## src/design/fcm_pkg.sv

```systemverilog
`timescale 1ns / 1ps
// Shared types, constants and helpers for the feedback comb filter with dry/wet mix.
// Used by fcm_ctrl, fcm_dp and feedback_comb_filter_mix; depends on nothing else.
package fcm_pkg;

	localparam int SAMPLE_W = 16;
	localparam int GAIN_W   = 16;
	localparam int MUL_W    = 18;
	localparam int PROD_W   = 2 * MUL_W;
	localparam int CFG_IDX_W = 3;

	localparam logic [GAIN_W:0] Q15_ONE = 17'd32768;

	// configuration register indexes
	localparam logic [CFG_IDX_W-1:0] CFG_DELAY_LENGTH   = 3'd0;
	localparam logic [CFG_IDX_W-1:0] CFG_FEEDBACK_GAIN  = 3'd1;
	localparam logic [CFG_IDX_W-1:0] CFG_RESONANCE_GAIN = 3'd2;
	localparam logic [CFG_IDX_W-1:0] CFG_MIX_GAIN       = 3'd3;
	localparam logic [CFG_IDX_W-1:0] CFG_INVERT_POL     = 3'd4;

	localparam logic [GAIN_W-1:0] RST_DELAY_LENGTH   = 16'd441;
	localparam logic [GAIN_W-1:0] RST_FEEDBACK_GAIN  = 16'd22938;
	localparam logic [GAIN_W-1:0] RST_RESONANCE_GAIN = 16'd16384;
	localparam logic [GAIN_W-1:0] RST_MIX_GAIN       = 16'd16384;

	localparam logic signed [PROD_W-1:0] SAMPLE_MAX = 36'sd32767;
	localparam logic signed [PROD_W-1:0] SAMPLE_MIN = -36'sd32768;
	localparam logic signed [PROD_W-1:0] ROUND_Q15  = 36'sd16384;

	typedef logic signed [SAMPLE_W-1:0] sample_t;

	typedef struct packed {
		logic [GAIN_W-1:0] delay_length;
		logic [GAIN_W-1:0] feedback_gain;
		logic [GAIN_W-1:0] resonance_gain;
		logic [GAIN_W-1:0] mix_gain;
		logic              invert_polarity;
	} cfg_t;

	typedef enum logic [2:0] {
		ST_IDLE,
		ST_FB,
		ST_DRY,
		ST_WET,
		ST_PASS
	} fcm_state_t;

	typedef enum logic [1:0] {
		MUL_FB,
		MUL_DRY,
		MUL_WET
	} mul_sel_t;

	typedef struct packed {
		logic     load_in;
		logic     step_fb;
		logic     step_dry;
		logic     load_wet;
		logic     load_pass;
		mul_sel_t mul_sel;
	} fcm_cmd_t;

	typedef struct packed {
		logic out_free;
	} fcm_sts_t;

	function automatic sample_t sat_sample(input logic signed [PROD_W-1:0] v);
		sample_t r;
		if (v > SAMPLE_MAX) begin
			r = sample_t'(SAMPLE_MAX[SAMPLE_W-1:0]);
		end else if (v < SAMPLE_MIN) begin
			r = sample_t'(SAMPLE_MIN[SAMPLE_W-1:0]);
		end else begin
			r = sample_t'(v[SAMPLE_W-1:0]);
		end
		return r;
	endfunction

	function automatic logic [GAIN_W-1:0] clamp_gain(input logic [GAIN_W-1:0] g);
		return ({1'b0, g} > Q15_ONE) ? Q15_ONE[GAIN_W-1:0] : g;
	endfunction

endpackage

```

## src/design/fcm_ctrl.sv

```systemverilog
`timescale 1ns / 1ps
// Sequencer for the comb filter: accept, feedback, dry product, wet product and output, or bypass to output.
// Depends on fcm_pkg; drives fcm_dp through the command struct.
module fcm_ctrl (
	input  logic             clk,
	input  logic             arst_n,
	input  logic             in_valid,
	input  logic             in_bypass,
	output logic             in_ready,
	input  fcm_pkg::fcm_sts_t sts,
	output fcm_pkg::fcm_cmd_t cmd
);
	import fcm_pkg::*;

	fcm_state_t state_q;
	fcm_state_t state_d;

	always_ff @(posedge clk or negedge arst_n) begin
		if (!arst_n) begin
			state_q <= ST_IDLE;
		end else begin
			state_q <= state_d;
		end
	end

	always_comb begin
		state_d = state_q;
		unique case (state_q)
			ST_IDLE: begin
				if (in_valid) begin
					state_d = in_bypass ? ST_PASS : ST_FB;
				end
			end
			ST_FB:  state_d = ST_DRY;
			ST_DRY: state_d = ST_WET;
			ST_WET: begin
				if (sts.out_free) begin
					state_d = ST_IDLE;
				end
			end
			ST_PASS: begin
				if (sts.out_free) begin
					state_d = ST_IDLE;
				end
			end
			default: state_d = ST_IDLE;
		endcase
	end

	always_comb begin
		in_ready      = (state_q == ST_IDLE);
		cmd.load_in   = (state_q == ST_IDLE) && in_valid;
		cmd.step_fb   = (state_q == ST_FB);
		cmd.step_dry  = (state_q == ST_DRY);
		cmd.load_wet  = (state_q == ST_WET) && sts.out_free;
		cmd.load_pass = (state_q == ST_PASS) && sts.out_free;
		unique case (state_q)
			ST_DRY:  cmd.mul_sel = MUL_DRY;
			ST_WET:  cmd.mul_sel = MUL_WET;
			default: cmd.mul_sel = MUL_FB;
		endcase
	end

endmodule

```

## config.mk

```make
export PLATFORM = sky130hd
export DESIGN_NAME = fcm_ctrl
export DESIGN_NICKNAME = d
export VERILOG_FILES = /design/src/design/fcm_pkg.sv /design/src/design/fcm_ctrl.sv
export SDC_FILE = /design/constraint.sdc
export NUM_CORES = 1
export LEC_CHECK = 0
export BUFFER_PORTS_ARGS = -buffer_cell sky130_fd_sc_hd__buf_2
export CAP_MARGIN = 20
export CORE_AREA = 2 2 39 41
export DETAILED_ROUTE_END_ITERATION = 6
export DIE_AREA = 0 0 41 43
export GPL_ROUTABILITY_DRIVEN = 0
export PLACE_DENSITY = 0.34
export SLEW_MARGIN = 30
export SYNTH_ARGS = -nofsm -noshare
export SYNTH_HDL_FRONTEND = slang
export SYNTH_SLANG_ARGS = --single-unit
```

## constraint.sdc

```tcl
create_clock -name clk -period 2.06 [get_ports clk]
set_input_delay 0.206 -clock clk [delete_from_list [all_inputs] [get_ports clk]]
set_output_delay 0.206 -clock clk [all_outputs]
set_load 0.05 [all_outputs]
```

==> run metrics <==
largest net degree at the start of global routing=10; RSZ-0062 raised after global routing=no; post-cts gate resize count=0; Worst Path Arrival=1310 ps; vias in the first global route=207; register area share after synthesis=36.6%; Largest register FFs=3; antenna violations before repair=0; antenna cells=0; Worst Setup End Kind=output pin; top post-synthesis cells by area=dfrtp_1, nor2_1, nor3_1; Post-Syn Nets=29; synthesized area=205 um^2; Detailed Place HPWL=384 um; PortBufs=12; Worst Tran Pin Value=271 ps; Yosys reg bits=3; Max Slew Vio Count=0; run status=completed; HP Class=primary input to register; Chip Height=43 um; YS warnings=0; Final Hold Fails=0; startpoint types=register; Die X=41 um; number of clock sinks=3; count of buffer and inverter cells on the critical path=1; Die Footprint=1760 um^2; CTS tree=yes; endpoints failing setup=0; Post-CTS Setup Inserts=0; Synth Area per Inst=8.55 um^2; WP data required=1850 ps; stages on the worst setup path=3; Reg clk slew, reported paths=40 ps; Most flops, register=state_q; TritonCTS buffer count=3; post-synthesis cell type count=15; CP top delay family=flip-flops; clk buf depth=2; Hold Path Stages=3; Initial Util=14.8%; drt wl/cell=9.29 um; Worst path max stage delay=460 ps; crit-path cells=nor3_2 -> and2_1 -> buf_2; Core Region=1380 um^2; I/O pin total=13; Critical Path Fanout Max=9; Clock Latency Late Sink=230 ps; Relative slew margins=81.9%; Synth area leader=dfrtp_1; Pre-antenna DRT Iters=3; drc violations=0; hold buffer count at cts=1; reg2reg path depth=2; WL final=520 um; global route total overflow=0; fmax=659 MHz; initial DRC count=2; top cell type's share of synthesized area=36.6%; Antenna Nets Post-Route=0; first-pass GRT wire length=883 um; DR vias/cell=3.88; Clock Skew=2.56 ps; Total Neg Setup Slack=0 ps; Fill cells=160; Largest regs=state_q x3; minimum clock period=1520 ps; Total GRT Usage=8.23%; layout cells sized above 1=50.0%; Area Growth Syn to Fin=53.7%; fin crit share=73.6%; Final nets=46; Root Buffer=clkbuf_4; crit path kind=register to output pin; Max Cap Viol=0; Worst path slowest cell=dfrtp_1; CTS H-tree depth=1; Vias=217; post-synthesis cell count=24; Std-Cell Rows=14
==> cell type report <==
class	instances	area [um^2]	share of cell area [%]
clock buffers	4	26.3	8.33
flip-flops and latches	3	75.1	23.8
multi-input cells	19	120	38.1
well taps	16	20.0	6.35
repair buffers	13	70.1	22.2
inverters	1	3.75	1.19
==> stage by stage <==
stage | utilization, % | std cells | worst slack, ps | hold WS [ps] | cell area [um^2]
finish | 22.8 | 56 | 543 | 263 | 315
global route | 22.8 | 56 | 463 | 277 | 315
CTS | 22.8 | 56 | 533 | 254 | 315
detailed placement | 20.2 | 51 | 799 | 2.15 | 279
global placement | 20.2 | 51 | 802 | 1.72 | 279
floorplan | - | 24 | 162 | -89.6 | 210
==> layout by cell type (no fill, tap or decap) <==
cell            n
buf_2          12
nor2_1          5
clkbuf_4        3
dfrtp_1         3
nand2b_1        2
nor3_1          2
inv_1           1
nor3_2          1
and3_1          1
and2_1          1
nand2_1         1
a21bo_2         1
or3b_4          1
a21oi_2         1
nand3b_1        1
a21boi_0        1
and3_2          1
clkbuf_1        1
dlygate4sd3_1   1
==> final timing paths <==
| check | startpoint | to | slack [ps] |
|---|---|---|---|
| max reg2reg | state_q[0]$_DFFE_PN0P_ | state_q[0]$_DFFE_PN0P_ | 970 |
| max | state_q[0]$_DFFE_PN0P_ | cmd[6] | 540 |
| max in group asynchronous | arst_n | state_q[1]$_DFFE_PN0P_ | 1660 |
| min reg2reg | state_q[2]$_DFFE_PN0P_ | state_q[0]$_DFFE_PN0P_ | 560 |
| min | in_bypass | state_q[0]$_DFFE_PN0P_ | 260 |
| min in group asynchronous | arst_n | state_q[0]$_DFFE_PN0P_ | 290 |
==> cell families (layout without fill, tap and decap cells) <==
kind of cell | Yosys count | in the layout | share of synthesized area, %
AO/OA/AOI/OAI | 3 | 3 | 12.8
buffers and inverters | 2 | 18 | 7.31
AND/OR/NAND/NOR | 16 | 16 | 43.3
flip-flops | 3 | 3 | 36.6
==> cell usage after synthesis, drive strengths merged <==
master / count
a21boi: 1
dfrtp: 3
a21oi: 1
or3b: 1
inv: 1
nor2: 5
and2: 1
nand2b: 2
nand2: 1
a21bo: 1
nand3b: 1
and3: 2
nor3: 3
buf: 1
==> tightest hold or removal path, stage by stage <==
cell and delay (ps):
buf_2 90, or3b_4 110, a21oi_2 40
==> per-layer routing <==
| metal | share of wire (%) | track usage, % | vias to the layer above |
|---|---|---|---|
| met3 | 5.4 | 3.14 | 0 |
| met4 | 0 | 10.0 | 0 |
| li1 | - | - | 112 |
| met1 | 42 | 9.97 | 99 |
| met2 | 52 | 9.38 | 6 |
| met5 | 0 | 0 | - |
Power is not shown: default switching activity piles up to over one toggle a cycle in this logic, so the estimate is an artifact.
